$ cat src/rtl/kvt_pkg.sv
`timescale 1ns / 1ps
`default_nettype none
// ----------------------------------------------------------------------------
// Key/value table package
// Field widths, opcodes, status codes and parameter defaults shared by the
// key/value table RTL.
// ----------------------------------------------------------------------------
package kvt_pkg;

  localparam int FIELD_W     = 32;
  localparam int OPCODE_W    = 2;
  localparam int STATUS_W    = 3;
  localparam int COUNT_OUT_W = 5;

  localparam int DEPTH_DEF       = 16;
  localparam int KEY_WIDTH_DEF   = 32;
  localparam int VALUE_WIDTH_DEF = 32;

  typedef enum logic [OPCODE_W-1:0] {
    OP_INSERT = 2'd0,
    OP_DELETE = 2'd1,
    OP_LOOKUP = 2'd2,
    OP_CLEAR  = 2'd3
  } kvt_op_t;

  typedef enum logic [STATUS_W-1:0] {
    ST_ADDED     = 3'd0,
    ST_UPDATED   = 3'd1,
    ST_DELETED   = 3'd2,
    ST_FOUND     = 3'd3,
    ST_NOT_FOUND = 3'd4,
    ST_FULL      = 3'd5,
    ST_CLEARED   = 3'd6
  } kvt_status_t;

endpackage : kvt_pkg
`default_nettype wire

$ cat src/rtl/key_value_table_unit.sv
`timescale 1ns / 1ps
`default_nettype none
// ----------------------------------------------------------------------------
// Key/value table unit
// Fixed-capacity table of key/value entries with insert-or-update, delete,
// lookup and clear, and a status word for every command word.
// ----------------------------------------------------------------------------
//
//   Channel   Handshake        Payload
//   -------   --------------   ------------------------------------------
//   input     start / busy     in_opcode, in_key, in_value
//   result    out_valid        out_status, out_value_out, out_entry_count,
//                              out_is_empty
//
// A command word is accepted on any edge with start high; busy stays low, so
// one word is taken every cycle. The word is registered, then matched against
// all entries in parallel, and its result is registered in the result
// register, which holds it on the result ports for exactly one cycle. The
// table update lands on the edge that registers the result, so the following
// word already sees it.
// Synchronous reset empties the table (valid bits and count); stored keys and
// values are not cleared. The receiver cannot stall the result channel.
// ----------------------------------------------------------------------------
module key_value_table_unit #(
  parameter int DEPTH       = kvt_pkg::DEPTH_DEF,
  parameter int KEY_WIDTH   = kvt_pkg::KEY_WIDTH_DEF,
  parameter int VALUE_WIDTH = kvt_pkg::VALUE_WIDTH_DEF
) (
  input  wire logic                              clk,
  input  wire logic                              rst_n,
  input  wire logic                              start,
  output      logic                              busy,
  input  wire logic [kvt_pkg::OPCODE_W-1:0]      in_opcode,
  input  wire logic [kvt_pkg::FIELD_W-1:0]       in_key,
  input  wire logic [kvt_pkg::FIELD_W-1:0]       in_value,
  output      logic                              out_valid,
  output      logic [kvt_pkg::STATUS_W-1:0]      out_status,
  output      logic [kvt_pkg::FIELD_W-1:0]       out_value_out,
  output      logic [kvt_pkg::COUNT_OUT_W-1:0]   out_entry_count,
  output      logic                              out_is_empty
);
  import kvt_pkg::*;

  // Only the bits that survive both the port and the parameter are kept.
  localparam int KEY_KEEP = (KEY_WIDTH < FIELD_W) ? KEY_WIDTH : FIELD_W;
  localparam int VAL_KEEP = (VALUE_WIDTH < FIELD_W) ? VALUE_WIDTH : FIELD_W;
  localparam int IDX_W    = (DEPTH > 1) ? $clog2(DEPTH) : 1;
  localparam int CNT_W    = $clog2(DEPTH + 1);

  // Input register.
  logic                in_vld_r;
  kvt_op_t             op_r;
  logic [KEY_KEEP-1:0] key_r;
  logic [VAL_KEEP-1:0] value_r;

  // Table storage.
  logic [KEY_KEEP-1:0] key_store [DEPTH];
  logic [VAL_KEEP-1:0] value_store [DEPTH];
  logic [DEPTH-1:0]    valid_r, valid_nxt;
  logic [CNT_W-1:0]    count_r, count_nxt;

  // Result register.
  logic                out_valid_r;
  kvt_status_t         status_r, status_nxt;
  logic [VAL_KEEP-1:0] vout_r, vout_nxt;
  logic [CNT_W-1:0]    count_out_r;

  // Match and allocation search.
  logic                hit;
  logic [IDX_W-1:0]    hit_idx;
  logic                free_any;
  logic [IDX_W-1:0]    free_idx;
  logic                wr_key;
  logic                wr_val;
  logic [IDX_W-1:0]    wr_idx;

  assign busy = 1'b0;

  // Descending scan so that the lowest matching or free slot wins.
  always_comb begin
    hit      = 1'b0;
    hit_idx  = '0;
    free_any = 1'b0;
    free_idx = '0;
    for (int i = DEPTH - 1; i >= 0; i--) begin
      if (valid_r[i] && (key_store[i] == key_r)) begin
        hit     = 1'b1;
        hit_idx = IDX_W'(i);
      end
      if (!valid_r[i]) begin
        free_any = 1'b1;
        free_idx = IDX_W'(i);
      end
    end
  end

  always_comb begin
    valid_nxt  = valid_r;
    count_nxt  = count_r;
    status_nxt = ST_NOT_FOUND;
    vout_nxt   = '0;
    wr_key     = 1'b0;
    wr_val     = 1'b0;
    wr_idx     = hit_idx;
    unique case (op_r)
      OP_INSERT: begin
        if (hit) begin
          wr_val     = 1'b1;
          status_nxt = ST_UPDATED;
        end else if (!free_any || (count_r >= CNT_W'(DEPTH))) begin
          status_nxt = ST_FULL;
        end else begin
          wr_key              = 1'b1;
          wr_val              = 1'b1;
          wr_idx              = free_idx;
          valid_nxt[free_idx] = 1'b1;
          count_nxt           = count_r + CNT_W'(1);
          status_nxt          = ST_ADDED;
        end
      end
      OP_DELETE: begin
        if (hit) begin
          valid_nxt[hit_idx] = 1'b0;
          if (count_r != '0) begin
            count_nxt = count_r - CNT_W'(1);
          end
          status_nxt = ST_DELETED;
        end
      end
      OP_LOOKUP: begin
        if (hit) begin
          vout_nxt   = value_store[hit_idx];
          status_nxt = ST_FOUND;
        end
      end
      OP_CLEAR: begin
        valid_nxt  = '0;
        count_nxt  = '0;
        status_nxt = ST_CLEARED;
      end
      default: begin
        status_nxt = ST_NOT_FOUND;
      end
    endcase
  end

  always_ff @(posedge clk) begin
    if (!rst_n) begin
      in_vld_r    <= 1'b0;
      out_valid_r <= 1'b0;
      valid_r     <= '0;
      count_r     <= '0;
    end else begin
      in_vld_r    <= start && !busy;
      out_valid_r <= in_vld_r;
      if (in_vld_r) begin
        valid_r <= valid_nxt;
        count_r <= count_nxt;
      end
    end
  end

  // Payload registers and table contents need no reset.
  always_ff @(posedge clk) begin
    if (start && !busy) begin
      op_r    <= kvt_op_t'(in_opcode);
      key_r   <= in_key[KEY_KEEP-1:0];
      value_r <= in_value[VAL_KEEP-1:0];
    end
    if (in_vld_r) begin
      status_r    <= status_nxt;
      vout_r      <= vout_nxt;
      count_out_r <= count_nxt;
      if (wr_key) begin
        key_store[wr_idx] <= key_r;
      end
      if (wr_val) begin
        value_store[wr_idx] <= value_r;
      end
    end
  end

  assign out_valid       = out_valid_r;
  assign out_status      = status_r;
  assign out_value_out   = FIELD_W'(vout_r);
  assign out_entry_count = COUNT_OUT_W'(count_out_r);
  assign out_is_empty    = (count_out_r == '0);

endmodule : key_value_table_unit
`default_nettype wire

$ cat config.mk
export PLATFORM = sky130hd
export DESIGN_NAME = key_value_table_unit
export DESIGN_NICKNAME = d
export VERILOG_FILES = /design/src/rtl/kvt_pkg.sv /design/src/rtl/key_value_table_unit.sv
export SDC_FILE = /design/constraint.sdc
export NUM_CORES = 1
export LEC_CHECK = 0
export ABC_AREA = 1
export CORE_UTILIZATION = 30
export DETAILED_ROUTE_END_ITERATION = 8
export DONT_BUFFER_PORTS = 1
export HOLD_SLACK_MARGIN = 0.06
export SYNTH_ARGS = -nofsm -noshare
export SYNTH_HDL_FRONTEND = slang
export SYNTH_SLANG_ARGS = --single-unit
export TNS_END_PERCENT = 50
$ cat constraint.sdc
create_clock -name clk -period 7.9 [get_ports clk]
set_input_delay 2.37 -clock clk [delete_from_list [all_inputs] [get_ports clk]]
set_output_delay 2.37 -clock clk [all_outputs]
set_load 0.02 [all_outputs]
==> flow_summary.ini <==
[drt]
dr_total_vias = 32900
detail_route.vias_per_cell = 4.99
drt_drc_violations_left = 0
drt.antenna.violating_nets = 0
iteration_count_of_the_initial_detailed_routing_pass = 6
first_iter_violations = 3976
post_drt_wl_per_cell_um = 22.3
drt_wl_total_um = 147000

[placement]
number_of_placed_instances_taps_included = 6359
place_congestion = 0.900
hpwl_um = 85000
port_buffers = 0
detailed_place.area_um2 = 52000
post-place-ws_ns = 1.77

[run]
max_cap_viol_count = 0

[min_path]
min-delay-path-class = register to register

[worst_setup_path]
cp_slowest_stage_delay_ns = 1.08
timing.critical_path.cells = inv_2 > nand2_1 > nand2_1 > nor4_1 > nand2_1 > nor2_1 > nand3_1 > nand2_1 > nand2_1 > nand2_1 > nand2_1 > nand2_1 > nand2_1 > nand2_1 > nand2_1 > nand2_2 > nand2_8 > nand2_8 > o21ai_2 > nor2_1 > nand3_1 > nor2_4
crit_fanout = 87
setup.worst_path.start_class = register
cp_num_buf_inv = 1
cp_data_required_time_ns = 8.25
path_delay_family = simple AND/OR/NAND/NOR gates
worst_path_max_delay_cell = sky130_fd_sc_hd__nor2_4
critical_path_arrival_ns = 6.65
crit_path_end_kind = register
worstSetupPathType = register to register
cpMostUsedCell = sky130_fd_sc_hd__nand2_1

[synth]
postSynth.asyncResetShare_pct = 0
syn_nets = 4383
synth.yosys.seq_area_share_pct = 69.4
yosysWarnings = 0
postSynthRegisterBits = 1153
synth_cell_type_count = 48
post_synth.cell_area_avg_um2 = 11.5
total_standard_cell_area_after_synthesis_um2 = 49600
syn_inst = 4312
synth_flop_cell = sky130_fd_sc_hd__edfxtp_1
synth-edff-count = 1130

[cells_and_area]
instances_no_fill = 6585
top_library_cells_by_usage_in_the_layout_fill_and_taps_aside = 1130 x sky130_fd_sc_hd__edfxtp_1, 880 x sky130_fd_sc_hd__nand2_1, 474 x sky130_fd_sc_hd__nor2_1
fin_nets = 4376
layout-drive-gt1-share_pct = 8.42
final_cell_area_um2 = 56000
area_growth_syn_to_layout_pct = 13.0
most_common_library_cell_in_the_layout_ignoring_fill_and_taps = sky130_fd_sc_hd__edfxtp_1

[sta]
worst_clock_skew_ns = 0.0446
slew_headroom_pct = 5.83
fin_ws_ns = 1.60
finalWorstPathRequiredPeriod_ns = 6.30
hold_viol_final = 0
final-setup-viol-count = 0
slew_viol_final = 0
rsz0062_at_grt = no
maxClockFrequency_ghz = 0.159
crit_share_post_route_pct = 79.8
tns_ns = 0
tightestPinTransition_ns = 1.41

[power_and_ir_drop]
power.ir.vdd_worst_mv = 0.225
pwr_density_cell_nw_per_um2 = 240
p_leak_uw = 0.0201

[grt]
first_global_vias = 30700
global_route.usage.total_pct = 17.1
grt_remaining_overflow = 0
maximum_number_of_pins_on_one_net_before_global_route_repair = 168
grt_antenna_before_repair = 15
first_pass_grt_wire_length_um = 210000

[clock_network]
cts_root_buffer = sky130_fd_sc_hd__clkbuf_16
post-cts-setup-buffers = 0
clock_tree_from_tritoncts = built
worst_skew_pair.late_latency_ns = 0.77
cts_repair_resize_count = 0
clock_sink_count = 1153
cts_clock_pin_slew_for_the_worst_setup_and_hold_paths_ns = 0.06
numCtsBuffers = 119
cts_max_path_buffers = 3
htree_levels = 3
cts-hold-fix-buffers = 0

[floorplan]
ios = 112
placementRows = 148
initial_utilization_pct = 30.3
die-area_um2 = 167000
die-width_um = 408
die_y_um = 408
placeable_core_region_um2 = 163000

[outcome]
status = finished, final reports clean
cell usage after synthesis, types with 2 or more instances:
cell / count / area [um2]
sky130_fd_sc_hd__nand2_2: 4 / 25.0
sky130_fd_sc_hd__inv_1: 352 / 1320
sky130_fd_sc_hd__nand4_1: 233 / 1460
sky130_fd_sc_hd__o21ai_2: 3 / 26.3
sky130_fd_sc_hd__o2111ai_1: 29 / 254
sky130_fd_sc_hd__nand2_4: 3 / 33.8
sky130_fd_sc_hd__buf_4: 28 / 210
sky130_fd_sc_hd__buf_6: 23 / 259
sky130_fd_sc_hd__or2_1: 2 / 12.5
sky130_fd_sc_hd__nor2_1: 506 / 1900
sky130_fd_sc_hd__nand3_1: 209 / 1050
sky130_fd_sc_hd__nor4b_1: 5 / 43.8
sky130_fd_sc_hd__o22ai_1: 67 / 419
sky130_fd_sc_hd__nor2_2: 6 / 37.5
sky130_fd_sc_hd__nor4_1: 43 / 269
sky130_fd_sc_hd__nor3_1: 27 / 135
sky130_fd_sc_hd__o221ai_1: 8 / 70.1
sky130_fd_sc_hd__xnor2_1: 76 / 666
sky130_fd_sc_hd__ha_1: 2 / 25.0
sky130_fd_sc_hd__a211oi_1: 18 / 135
sky130_fd_sc_hd__o211ai_1: 20 / 150
sky130_fd_sc_hd__xor2_1: 98 / 858
sky130_fd_sc_hd__edfxtp_1: 1130 / 33900
sky130_fd_sc_hd__o21ai_1: 23 / 115
sky130_fd_sc_hd__nand3b_1: 3 / 22.5
sky130_fd_sc_hd__and2_1: 6 / 37.5
sky130_fd_sc_hd__dfxtp_1: 23 / 460
sky130_fd_sc_hd__a221oi_1: 8 / 70.1
sky130_fd_sc_hd__buf_2: 116 / 581
sky130_fd_sc_hd__or2_2: 20 / 125
sky130_fd_sc_hd__inv_2: 35 / 131
sky130_fd_sc_hd__a22o_1: 12 / 105
sky130_fd_sc_hd__nand2_1: 881 / 3310
sky130_fd_sc_hd__or2_0: 2 / 12.5
sky130_fd_sc_hd__clkbuf_1: 42 / 158
sky130_fd_sc_hd__o21ai_0: 98 / 490
sky130_fd_sc_hd__clkinv_1: 95 / 357
sky130_fd_sc_hd__buf_1: 4 / 15.0
sky130_fd_sc_hd__a21oi_1: 43 / 215
metrics by stage:
step / power (uW) / util [%] / hold WS, ns
floorplan: 7350 / - / 0.502
global placement: 7660 / 31.8 / 0.515
detailed placement: 7670 / 31.8 / 0.529
CTS: 13500 / 34.3 / 0.539
global route: 13700 / 34.3 / 0.561
finish: 13400 / 34.3 / 0.542
area by class of cell:
| class | instances | area (um2) |
|---|---|---|
| Fill cell | 16000 | 107000 |
| Sequential cell | 1153 | 34400 |
| Multi-Input combinational cell | 2463 | 12400 |
| Clock buffer | 144 | 3120 |
| Tap cell | 2175 | 2720 |
| Inverter | 483 | 1820 |
| Clock inverter | 76 | 915 |
| Timing Repair Buffer | 85 | 651 |
| Antenna cell | 6 | 15.0 |
cells by family after synthesis:
| logic type | Yosys count | synth area share, % |
|---|---|---|
| DFF | 1153 | 69.4 |
| xor gates and xnor gates | 174 | 3.07 |
| buffers and inverters | 696 | 6.13 |
| and+or+nand+nor | 1954 | 17.2 |
| adders and majority gates | 2 | 0.0505 |
| AOI/OAI and AO/OA | 332 | 4.18 |
| other | 1 | 0.00757 |
flip-flops by register name, indices dropped and copies added (netlist names):
name and cells:
count_r 5, in_vld_r 1, key_r 32, key_store 512, op_r 2, out_entry_count 5, out_status 3, out_valid 1
out_value_out 32, valid_r 16, value_r 32, value_store 512
tightest hold or removal path: stages, from the launching register on:
cell and delay, ns:
sky130_fd_sc_hd__dfxtp_1 0.34, sky130_fd_sc_hd__o211ai_1 0.10, sky130_fd_sc_hd__a21oi_1 0.06
per-layer routing:
layer | vias up | global-route usage, % | part of all wire [%]
met5 | - | 0 | 0.027
met4 | 6 | 5.48 | 3.0
met3 | 285 | 4.30 | 10
met2 | 1606 | 26.1 | 45
met1 | 16000 | 23.6 | 42
li1 | 14900 | - | -
report_power, final:
part | internal (uW) | leakage [uW] | switching (uW)
Sequential | 6820 | 0.0104 | 137
Combinational | 143 | 0.00773 | 456
Clock | 3380 | 0.00197 | 2490
Total | 10300 | 0.0201 | 3080
final timing paths:
check | slack [ns] | cells past startpoint | start | to
min reg2reg | 0.54 | 2 | valid_r[14] | valid_r[14]
max reg2reg | 1.60 | 22 | key_r[1] | value_store[2][10]
min | 0.54 | 2 | valid_r[14] | valid_r[14]
max | 1.60 | 22 | key_r[1] | value_store[2][10]
Power figures use the tool's default switching activity.
